[config.mk]
export PLATFORM = sky130hd
export DESIGN_NAME = led_row_scan_triple_buffer_ctrl
export DESIGN_NICKNAME = d
export VERILOG_FILES = /design/src/design/lrstb_pkg.sv /design/src/design/led_row_scan_triple_buffer_ctrl.sv
export SDC_FILE = /design/constraint.sdc
export NUM_CORES = 1
export LEC_CHECK = 0
export BUFFER_PORTS_ARGS = -buffer_cell sky130_fd_sc_hd__buf_2
export CORE_AREA = 2 2 91 93
export CTS_CLUSTER_SIZE = 24
export DETAILED_ROUTE_END_ITERATION = 10
export DIE_AREA = 0 0 93 95
export PLACE_DENSITY = 0.92
export SLEW_MARGIN = 20
export SYNTH_ARGS = -nofsm -noshare
export SYNTH_HDL_FRONTEND = slang
export SYNTH_SLANG_ARGS = --single-unit
[constraint.sdc]
create_clock -name clk -period 8.4 [get_ports clk]
set_clock_uncertainty 0.05 [all_clocks]
set_input_delay 1.26 -clock clk [delete_from_list [all_inputs] [get_ports clk]]
set_output_delay 1.26 -clock clk [all_outputs]
set_load 0.02 [all_outputs]
[src/design/lrstb_pkg.sv]
// Shared types and constants for the LED row-scan triple-buffer controller.
package lrstb_pkg;

  localparam int ROW_W    = 4;
  localparam int BUF_W    = 2;
  localparam int IN_DATA_W  = 48;
  localparam int OUT_DATA_W = 72;
  localparam int CFG_IDX_W  = 2;

  typedef enum logic [2:0] {
    OP_TICK      = 3'd0,
    OP_UPDATE    = 3'd1,
    OP_LATCH     = 3'd2,
    OP_DMA_IDLE  = 3'd3,
    OP_SWAP_REQ  = 3'd4,
    OP_DETECT    = 3'd5,
    OP_DMA_RESET = 3'd6,
    OP_DRAW      = 3'd7
  } opcode_t;

  typedef enum logic [3:0] {
    ST_SWITCH_EN       = 4'd0,
    ST_SWITCH_EN_WAIT  = 4'd1,
    ST_IDLE            = 4'd2,
    ST_LOD             = 4'd3,
    ST_LOD_SWITCH      = 4'd4,
    ST_LOD_SWITCH_WAIT = 4'd5,
    ST_LOD_ADVANCE     = 4'd6,
    ST_LOD_SETTLE      = 4'd7,
    ST_LOD_ERROR       = 4'd8
  } seq_state_t;

  localparam logic [1:0] DRV_ENABLED = 2'd1;
  localparam logic [1:0] DRV_DETECT  = 2'd2;

  localparam logic [1:0] MREQ_NONE    = 2'd0;
  localparam logic [1:0] MREQ_ENABLED = 2'd1;
  localparam logic [1:0] MREQ_DETECT  = 2'd2;

  localparam logic [1:0] TREQ_NONE   = 2'd0;
  localparam logic [1:0] TREQ_SETTLE = 2'd1;
  localparam logic [1:0] TREQ_ERROR  = 2'd2;

  localparam logic [CFG_IDX_W-1:0] CFG_INTERLACED = 2'd0;
  localparam logic [CFG_IDX_W-1:0] CFG_AUTO_SWAP  = 2'd1;

endpackage

[src/design/led_row_scan_triple_buffer_ctrl.sv]
// Top level: event-driven row scan, triple-buffer rotation and open-LED detect sequencer.
//
// Each accepted input item is one event (tick, update, latch, DMA idle, swap request,
// detect start, DMA reset, pixel write) and yields exactly one result item. The event
// is decoded and all state is updated in the accept cycle; the result is captured in the
// output register at the same clock edge. One item per clock is sustained: in_tready stays
// high while the output register is empty or being drained, so throughput is set only
// by the single output register stage. Configuration writes (interlaced, auto_swap)
// are always taken and should be issued while no result is outstanding.
module led_row_scan_triple_buffer_ctrl
  import lrstb_pkg::*;
#(
  parameter int ROWS    = 16,
  parameter int COLUMNS = 16
) (
  input  logic                  clk,
  input  logic                  rst_n,
  input  logic                  in_tvalid,
  output logic                  in_tready,
  // [1:0] driver_mode, [2] timer_expired, [3] lod_error, [11:4] pixel_x,
  // [19:12] pixel_y, [27:20] pixel_red, [35:28] pixel_green, [43:36] pixel_blue
  input  logic [IN_DATA_W-1:0]  in_tdata,
  // [2:0] opcode
  input  logic [2:0]            in_tuser,
  output logic                  out_tvalid,
  input  logic                  out_tready,
  // [15:0] row_enable, [17:16] display_buffer, [19:18] receive_buffer,
  // [27:20] row_data_offset, [35:28] pixel_address, [59:36] pixel_data,
  // [61:60] mode_request, [63:62] timer_request, [64] dma_arm, [65] accepted,
  // [66] busy_res
  output logic [OUT_DATA_W-1:0] out_tdata,
  input  logic                  cfg_valid,
  output logic                  cfg_ready,
  input  logic [CFG_IDX_W-1:0]  cfg_index,
  input  logic                  cfg_data
);

  localparam logic [ROW_W-1:0] LAST_ROW = ROW_W'(ROWS - 1);
  localparam logic [ROW_W-1:0] HALF     = ROW_W'(ROWS / 2);
  localparam logic [7:0]       MAX_X    = 8'(COLUMNS - 1);
  localparam logic [7:0]       MAX_Y    = 8'(ROWS - 1);

  logic interlaced_r, auto_swap_r;
  seq_state_t seq_r, seq_nxt;
  logic dma_phase_r, dma_phase_nxt;
  logic sched_r, sched_nxt, pend_r, pend_nxt;
  logic [BUF_W-1:0] shown_r, shown_nxt, waiting_r, waiting_nxt, filling_r, filling_nxt;
  logic [ROW_W-1:0] pin_r, pin_nxt, row_r, row_nxt;
  logic lit_r, lit_nxt;

  logic                  out_valid_r;
  logic [OUT_DATA_W-1:0] out_tdata_r, out_tdata_nxt;

  logic       in_acc;
  opcode_t    op;
  logic [1:0] drv_mode;
  logic       expired, lod_err;
  logic [7:0] px, py, red, green, blue, px_c, py_c;
  logic       adv, rst_rows;
  logic [ROW_W-1:0] pos, scan_row;
  logic [7:0]  offset, addr;
  logic [23:0] pdata;
  logic [1:0]  mreq, treq;
  logic        arm, acc;
  logic [15:0] row_en;

  assign in_tready = !out_valid_r || out_tready;
  assign in_acc    = in_tvalid && in_tready;
  assign cfg_ready = 1'b1;
  assign out_tvalid = out_valid_r;
  assign out_tdata  = out_tdata_r;

  assign op       = opcode_t'(in_tuser);
  assign drv_mode = in_tdata[1:0];
  assign expired  = in_tdata[2];
  assign lod_err  = in_tdata[3];
  assign px       = in_tdata[11:4];
  assign py       = in_tdata[19:12];
  assign red      = in_tdata[27:20];
  assign green    = in_tdata[35:28];
  assign blue     = in_tdata[43:36];

  // Scan position lit after the current one, then its physical row.
  always_comb begin
    pos = lit_r ? ((row_r == LAST_ROW) ? '0 : row_r + 1'b1) : '0;
    if (!interlaced_r) begin
      scan_row = pos;
    end else if (pos < HALF) begin
      scan_row = ROW_W'({pos, 1'b1});
    end else begin
      scan_row = ROW_W'({pos - HALF, 1'b0});
    end
  end

  assign px_c = (px >= 8'(COLUMNS)) ? MAX_X : px;
  assign py_c = (py >= 8'(ROWS)) ? MAX_Y : py;

  always_comb begin
    seq_nxt       = seq_r;
    dma_phase_nxt = dma_phase_r;
    sched_nxt     = sched_r;
    pend_nxt      = pend_r;
    shown_nxt     = shown_r;
    waiting_nxt   = waiting_r;
    filling_nxt   = filling_r;
    pin_nxt       = pin_r;
    row_nxt       = row_r;
    lit_nxt       = lit_r;
    adv      = 1'b0;
    rst_rows = 1'b0;
    offset   = '0;
    addr     = '0;
    pdata    = '0;
    mreq     = MREQ_NONE;
    treq     = TREQ_NONE;
    arm      = 1'b0;
    acc      = 1'b0;

    unique case (op)
      OP_TICK: begin
        unique case (seq_r)
          ST_SWITCH_EN_WAIT: begin
            if (drv_mode == DRV_ENABLED) begin
              rst_rows = 1'b1;
              seq_nxt  = ST_IDLE;
            end
          end
          ST_IDLE: ;
          ST_LOD, ST_LOD_SWITCH: begin
            mreq    = MREQ_DETECT;
            seq_nxt = ST_LOD_SWITCH_WAIT;
          end
          ST_LOD_SWITCH_WAIT: begin
            if (drv_mode == DRV_DETECT) begin
              rst_rows = 1'b1;
              seq_nxt  = ST_LOD_ADVANCE;
            end
          end
          ST_LOD_ADVANCE: begin
            adv     = 1'b1;
            treq    = TREQ_SETTLE;
            seq_nxt = ST_LOD_SETTLE;
          end
          ST_LOD_SETTLE: begin
            if (expired) begin
              if (lod_err) begin
                treq    = TREQ_ERROR;
                seq_nxt = ST_LOD_ERROR;
              end else begin
                seq_nxt = (row_r == LAST_ROW) ? ST_SWITCH_EN : ST_LOD_ADVANCE;
              end
            end
          end
          ST_LOD_ERROR: begin
            if (expired) begin
              seq_nxt = (row_r == LAST_ROW) ? ST_SWITCH_EN : ST_LOD_ADVANCE;
            end
          end
          default: begin
            mreq    = MREQ_ENABLED;
            seq_nxt = ST_SWITCH_EN_WAIT;
          end
        endcase
      end
      OP_UPDATE: begin
        offset = 8'(scan_row * COLUMNS);
      end
      OP_LATCH: begin
        adv = 1'b1;
      end
      OP_DMA_IDLE: begin
        if (!dma_phase_r) begin
          arm           = 1'b1;
          dma_phase_nxt = 1'b1;
        end else if (!pend_r) begin
          // rotate the finished frame into the waiting slot
          waiting_nxt = filling_r;
          filling_nxt = waiting_r;
          arm         = 1'b1;
          pend_nxt    = 1'b1;
          if (auto_swap_r) begin
            sched_nxt = 1'b1;
          end
        end
      end
      OP_SWAP_REQ: begin
        if (pend_r) begin
          sched_nxt = 1'b1;
          acc       = 1'b1;
        end
      end
      OP_DETECT: begin
        if (seq_r == ST_IDLE) begin
          seq_nxt = ST_LOD;
          acc     = 1'b1;
        end
      end
      OP_DMA_RESET: begin
        sched_nxt     = 1'b0;
        pend_nxt      = 1'b0;
        dma_phase_nxt = 1'b0;
      end
      OP_DRAW: begin
        addr  = 8'(px_c + py_c * COLUMNS);
        pdata = {red, green, blue};
      end
    endcase

    if (rst_rows) begin
      lit_nxt = 1'b0;
      row_nxt = '0;
      pin_nxt = '0;
    end
    if (adv) begin
      row_nxt = pin_r;
      lit_nxt = 1'b1;
      if (pin_r == LAST_ROW) begin
        // last row latched: a scheduled swap takes effect here
        if (sched_r) begin
          shown_nxt   = waiting_r;
          waiting_nxt = shown_r;
          sched_nxt   = 1'b0;
          pend_nxt    = 1'b0;
        end
        pin_nxt = '0;
      end else begin
        pin_nxt = pin_r + 1'b1;
      end
    end

    row_en = lit_nxt ? (16'd1 << row_nxt) : 16'd0;
    out_tdata_nxt = {5'd0, (seq_nxt != ST_IDLE), acc, arm, treq, mreq, pdata, addr,
                     offset, filling_nxt, shown_nxt, row_en};
  end

  always_ff @(posedge clk) begin
    if (!rst_n) begin
      interlaced_r <= 1'b0;
      auto_swap_r  <= 1'b0;
    end else if (cfg_valid && cfg_ready) begin
      if (cfg_index == CFG_INTERLACED) begin
        interlaced_r <= cfg_data;
      end else if (cfg_index == CFG_AUTO_SWAP) begin
        auto_swap_r <= cfg_data;
      end
    end
  end

  always_ff @(posedge clk) begin
    if (!rst_n) begin
      seq_r       <= ST_SWITCH_EN;
      dma_phase_r <= 1'b1;
      sched_r     <= 1'b0;
      pend_r      <= 1'b0;
      shown_r     <= 2'd0;
      waiting_r   <= 2'd1;
      filling_r   <= 2'd2;
      pin_r       <= '0;
      row_r       <= '0;
      lit_r       <= 1'b0;
    end else if (in_acc) begin
      seq_r       <= seq_nxt;
      dma_phase_r <= dma_phase_nxt;
      sched_r     <= sched_nxt;
      pend_r      <= pend_nxt;
      shown_r     <= shown_nxt;
      waiting_r   <= waiting_nxt;
      filling_r   <= filling_nxt;
      pin_r       <= pin_nxt;
      row_r       <= row_nxt;
      lit_r       <= lit_nxt;
    end
  end

  always_ff @(posedge clk) begin
    if (!rst_n) begin
      out_valid_r <= 1'b0;
    end else if (in_acc) begin
      out_valid_r <= 1'b1;
    end else if (out_tready) begin
      out_valid_r <= 1'b0;
    end
  end

  always_ff @(posedge clk) begin
    if (in_acc) begin
      out_tdata_r <= out_tdata_nxt;
    end
  end

endmodule

==> results of run 1 <==
final cells by class:
type | instances | area (um2)
multi-input combinational | 258 | 1620
timing repair buffer | 120 | 603
clock buffer | 9 | 124
inverter | 15 | 56.3
fill | 638 | 2930
sequential | 88 | 2390
clock inverter | 7 | 80.1
tap | 105 | 131
power by group:
group	switching (mW)	total [mW]	internal [mW]
Sequential	0.00921	0.494	0.485
Combinational	0.0674	0.102	0.0350
Clock	0.158	0.300	0.141
metal layers:
metal | routed length [um] | part of all wire | vias up | track usage
met4 | 166 | 0.018 | 0 | 0.0882
met3 | 672 | 0.074 | 18 | 0.0423
li1 | - | - | 1587 | -
met1 | 3640 | 0.40 | 1543 | 0.243
met2 | 4560 | 0.50 | 155 | 0.339
met5 | 0 | 0 | - | 0
flip-flops by register name (all words and copies together) (netlist names):
register      cells
shown_r           2
seq_r             4
pin_r             4
waiting_r         2
sched_r           1
filling_r         2
dma_phase_r       1
interlaced_r      1
lit_r             1
out_tdata        63
out_tvalid        1
row_r             4
auto_swap_r       1
pend_r            1
per-stage QoR:
stage / setup WS [ns] / power, mW / std cells / instance area (um2) / hold slack [ns]
2_1_floorplan: 3.91 / 0.573 / 391 / 4230 / 0.386
3_3_place_gp: 4.79 / 0.601 / 586 / 4800 / 0.397
3_5_place_dp: 4.68 / 0.605 / 586 / 4800 / 0.420
4_1_cts: 5.05 / 0.898 / 602 / 5000 / 0.432
5_1_grt: 4.77 / 0.927 / 602 / 5000 / 0.445
6_report: 5.02 / 0.896 / 602 / 5000 / 0.430
synthesized netlist by cell type (all sizes together), types with 2 or more instances:
| cell type | number |
|---|---|
| nor2 | 25 |
| a22oi | 3 |
| o21ai | 17 |
| a21o | 3 |
| nor4 | 3 |
| nand2 | 23 |
| and2 | 28 |
| edfxtp | 63 |
| dfxtp | 25 |
| a31oi | 2 |
| nor4b | 2 |
| nor3b | 3 |
| nand3 | 8 |
| a21boi | 7 |
| nand3b | 2 |
| and3 | 6 |
| ha | 5 |
| or2 | 2 |
| clkbuf | 16 |
| a22o | 7 |
| or3 | 3 |
| inv | 15 |
| nor3 | 23 |
| a211oi | 3 |
| o2bb2ai | 2 |
| nand2b | 6 |
| a21oi | 15 |
| nor2b | 8 |
| a32oi | 5 |
| xnor2 | 4 |
| conb | 2 |
| and3b | 2 |
| buf | 14 |
| mux2 | 3 |
| o211ai | 4 |
| nand4 | 2 |
worst max-delay path, cell delays in order:
cell      delay, ns
buf_2          0.07
nand2b_1       0.12
nand2_1        0.30
inv_2          0.55
buf_4          0.61
and3_1         0.39
o21ai_0        0.13
o22ai_1        0.16
how the worst max path moves through the flow:
stage | from | to | slack (ns) | depth (start not counted)
final | out_tready | pin_r[0]$_SDFFE_PN0P_ | 5.02 | 8
after CTS | out_tready | pin_r[0]$_SDFFE_PN0P_ | 5.05 | 8
after global routing | out_tready | pin_r[0]$_SDFFE_PN0P_ | 4.77 | 8
after detailed placement | out_tready | pin_r[0]$_SDFFE_PN0P_ | 4.68 | 8
after floorplan | out_tready | waiting_r[0]$_SDFFE_PN1P_ | 3.91 | 7
after global placement | out_tready | pin_r[0]$_SDFFE_PN0P_ | 4.79 | 8
kinds of logic (layout without fill, tap and decap cells):
| kind of cell | Yosys count | in the layout | share of synthesized area |
|---|---|---|---|
| compound gates | 80 | 80 | 0.141 |
| buf+inv | 45 | 151 | 0.0532 |
| mux | 4 | 4 | 0.0105 |
| flops | 88 | 88 | 0.572 |
| other cells | 2 | 14 | 0.00179 |
| xor+xnor | 4 | 4 | 0.00837 |
| simple gates | 150 | 150 | 0.193 |
| fa+ha+maj | 6 | 6 | 0.0197 |
==> impl_metrics.py, run 1 <==
metrics = {
    "cts": {
        "htreeDepth": 3,
        "clkTransAtPathRegs_ns": 0.09,
        "cts_sinks": 88,
        "cts_setup_buffers": 0,
        "cts_buffers": 9,
        "worstSkewPairLatency_ns": 0.35,
        "cts_buffer_depth": 2,
        "cts_resized": 0,
        "cts_root_buf": "clkbuf_8",
        "cts_tree": "yes",
        "ctsHoldBuffers": 0,
    },
    "yosys": {
        "synth_area_um2": 4190,
        "synth_top_area_frac": 0.452,
        "seq_area_frac_synth": 0.572,
        "yosysWarnings": 0,
        "ys.flop_type": "edfxtp_1",
        "synth_edf_count": 63,
        "netlist_instances": 379,
        "async_flop_share": 0,
        "ys_seq_elements": 88,
        "syn_avg_cell_area_um2": 11.0,
        "yosys.cell_types.count": 59,
        "yosys.area.top_type": "edfxtp_1",
        "synthTopCellsByArea": "edfxtp_1 45%, dfxtp_1 12%, and2_1 4.2%",
    },
    "critical_path": {
        "critPathLaunchType": "input pin",
        "r2r-start": "seq_r[1]$_SDFFE_PN0P_",
        "worst-setup-path-type": "input pin to flip-flop",
        "reg2reg_to": "out_tdata[14]$_SDFFCE_PN0P_",
        "r2r_cells": 4,
        "path_max_fanout": 51,
        "arrival_ns": 3.62,
        "r2r_slack_ns": 5.57,
        "cp.required_ns": 8.63,
        "endpoint_kind": "flip-flop",
    },
    "route": {
        "drtPass1Iterations": 5,
        "antenna_left": 0,
        "drc_errors": 0,
        "drt-vias-per-instance": 5.49,
        "drt_iter0_drc": 206,
        "wl_per_cell_um": 15.0,
        "via_count": 3303,
        "wl_mm": 9.04,
    },
    "timing": {
        "setup_tns_ns": 0,
        "finalCritPeriodShare": 0.403,
        "slew_headroom": 0.385,
        "finalHoldViolCount": 0,
        "finalCriticalPeriod_ns": 3.38,
        "finalMaxSlewViolations": 0,
        "rsz0062_at_grt": "false",
        "fmax_mhz": 296,
        "worstMarginPinSlew_ns": 0.923,
        "finalSetupViolCount": 0,
    },
    "final_layout": {
        "drive_gt1_frac": 0.300,
        "final_cell_mix": "119 x buf_2, 63 x edfxtp_1, 28 x and2_1",
        "syn2layout_area_growth_pct": 19.5,
        "diodes": 0,
        "finalNetCount": 557,
        "post-route-util": 0.631,
        "final_common_cell": "buf_2",
    },
    "min_path": {
        "hold_depth": 2,
        "hold_end": "shown_r[1]$_SDFFE_PN0P_",
        "hp-class": "flip-flop to flip-flop",
        "hp-start": "shown_r[1]$_SDFFE_PN0P_",
    },
    "die": {
        "io_pins": 134,
        "fp.dieW_um": 93,
        "die-area_um2": 8840,
        "core_area_um2": 7930,
        "rows": 33,
        "start_util": 0.528,
        "die_h_um": 95,
    },
    "power": {
        "ir_drop_mv": 0.0875,
        "p_leak_nw": 2.02,
        "p_per_area_nw_per_um2": 179,
    },
    "placed_design": {
        "place_congestion": 0.866,
        "place_hpwl_mm": 6.20,
        "io_buffers": 119,
    },
    "grt": {
        "grt_pass1_wl_mm": 13.7,
        "grt_max_degree": 52,
        "grt_pass1_vias": 2985,
        "antenna_found_initial": 0,
        "grt_overflow_total": 0,
        "grt.total_usage": 0.198,
    },
    "job": {
        "maxCapViolations": 0,
    },
    "run_status": {
        "status": "finished, final reports clean",
    },
}
Power figures use the tool's default switching activity.
==> run 2, diff against run 1 <==
Settings changed: CORE_AREA 2 2 91 93 to 2 2 99 101, DIE_AREA 0 0 93 95 to 0 0 101 103, PLACE_DENSITY 0.92 to 0.84.
Clock period 8.4 ns to 3.1 ns, I/O delays scaled along.
==> impl_metrics.py, run 2 (same netlist as run 1, synthesis figures left out) <==
metrics = {
    "run_status": {
        "status": "finished, final reports clean",
    },
    "grt": {
        "grt.total_usage": 0.168,
        "top_usage_layer": "met2",
        "grt_overflow_total": 0,
        "grt_max_degree": 31,
        "grt_use_met1": 0.207,
        "grt_pass1_wl_mm": 13.7,
        "grt_pass1_vias": 2945,
        "antenna_found_initial": 0,
        "use_met3": 0.0339,
        "grtUsageMet2": 0.285,
    },
    "critical_path": {
        "cp.required_ns": 3.13,
        "path_cells": "or3b_4, a211oi_4, o21bai_2, a32oi_1, nor3_1",
        "critPathLaunchType": "flip-flop",
        "cp.buffers_inverters": 0,
        "path_max_fanout": 18,
        "worst-setup-path-type": "flip-flop to flip-flop",
        "crit_family": "compound AO/OA/AOI/OAI gates",
        "endpoint_kind": "flip-flop",
        "arrival_ns": 2.62,
        "cpPeakStageDelay_ns": 0.62,
        "slowest_stage": "a32oi_1",
    },
    "timing": {
        "finalMaxSlewViolations": 0,
        "finalCritPeriodShare": 0.835,
        "worstMarginPinSlew_ns": 0.698,
        "rsz0062_at_grt": "false",
        "finalHoldViolCount": 0,
        "finalSetupViolCount": 0,
        "finalCriticalPeriod_ns": 2.59,
        "fin_ws_ns": 0.510,
        "fmax_mhz": 386,
        "setup_tns_ns": 0,
        "slew_headroom": 0.534,
    },
    "route": {
        "via_count": 3238,
        "drc_errors": 0,
        "antenna_left": 0,
        "wl_mm": 8.93,
        "drt_iter0_drc": 130,
        "drtPass1Iterations": 5,
        "drt-vias-per-instance": 5.28,
        "wl_per_cell_um": 14.6,
    },
    "final_layout": {
        "fillers": 836,
        "syn2layout_area_growth_pct": 19.8,
        "drive_gt1_frac": 0.299,
        "multi_input_area_um2": 1620,
        "final_common_cell": "buf_2",
        "register_area_um2": 2390,
        "final_cell_mix": "119 x buf_2, 63 x edfxtp_1, 28 x and2_1",
        "diodes": 0,
        "largest_register_ffs": 63,
        "finalNetCount": 559,
    },
    "placed_design": {
        "io_buffers": 119,
        "pre_cts_ws_ns": 0.520,
        "place_congestion": 0.781,
        "place_hpwl_mm": 6.37,
    },
    "cts": {
        "cts_resized": 0,
        "cts_buffer_depth": 2,
        "cts_root_buf": "clkbuf_8",
        "ctsHoldBuffers": 0,
        "cts_sinks": 88,
        "worstSkewPairLatency_ns": 0.35,
        "cts_tree": "yes",
        "clkTransAtPathRegs_ns": 0.09,
        "cts_setup_buffers": 0,
        "cts_buffers": 9,
        "htreeDepth": 3,
    },
    "die": {
        "rows": 36,
        "fp.dieW_um": 101,
        "die-area_um2": 10400,
        "die_h_um": 103,
        "start_util": 0.442,
        "core_area_um2": 9460,
        "io_pins": 134,
    },
    "power": {
        "ir_drop_mv": 0.245,
        "p_per_area_nw_per_um2": 475,
        "p_leak_nw": 2.02,
    },
    "job": {
        "maxCapViolations": 0,
    },
    "min_path": {
        "hp-class": "input pin to flip-flop",
    },
}
[run 2: cell types whose count changed in the layout (fill, tap and decap cells not counted)]
cell / before / now
buf_4: 1 / 3
inv_8: 1 / 0
clkinv_2: 1 / 2
clkinv_1: 0 / 1
inv_6: 1 / 0
clkbuf_1: 0 / 1
clkinv_4: 2 / 1
[run 2: report_power, final]
group / leakage [nW] / internal [mW] / switching, mW
clock network: 0.0937 / 0.369 / 0.399
logic: 1.10 / 0.0962 / 0.181
registers: 0.830 / 1.31 / 0.0236
total: 2.02 / 1.78 / 0.603
[run 2: worst register-to-register path, cell delays in order (launching register included)]
cell	delay, ns
dfxtp_1	0.49
or3b_4	0.50
a211oi_4	0.31
o21bai_2	0.22
a32oi_1	0.62
nor3_1	0.12
[run 2: worst paths after layout]
| check | from | to | slack (ns) | depth (start not counted) |
|---|---|---|---|---|
| setup / recovery | seq_r[2]$_SDFFE_PN0P_ | out_tdata[8]$_SDFFCE_PN0P_ | 0.51 | 5 |
| hold / removal | in_tvalid | out_tvalid$_SDFFE_PN0P_ | 0.31 | 3 |
| setup reg to reg | seq_r[2]$_SDFFE_PN0P_ | out_tdata[8]$_SDFFCE_PN0P_ | 0.51 | 5 |
| hold reg to reg | shown_r[1]$_SDFFE_PN0P_ | shown_r[1]$_SDFFE_PN0P_ | 0.41 | 2 |
[run 2: metrics by stage]
stage          instance area (um2)  instances   util  power [mW]  hold WS [ns]
6_report                      5010        613  0.530        2.38         0.308
5_1_grt                       5010        613  0.530        2.48         0.326
4_1_cts                       5010        613  0.530        2.42         0.291
3_5_place_dp                  4820        597  0.510        1.64         0.405
3_3_place_gp                  4820        597  0.510        1.63         0.397
2_1_floorplan                 4240        391      -        1.55         0.386
[run 2: cell type report]
class	count	area share
Clock buffer	10	0.0255
Clock inverter	6	0.0120
Inverter	15	0.0112
Multi-Input combinational cell	258	0.322
Sequential cell	88	0.477
Tap cell	114	0.0285
Timing Repair Buffer	122	0.123
[run 2: per-layer routing]
metal  wire, um  up-vias  part of all wire
met1       3740     1511              0.42
met5          0        -                 0
li1           -     1585                 -
met4        160        0             0.018
met3        549       14             0.062
met2       4480      128              0.50
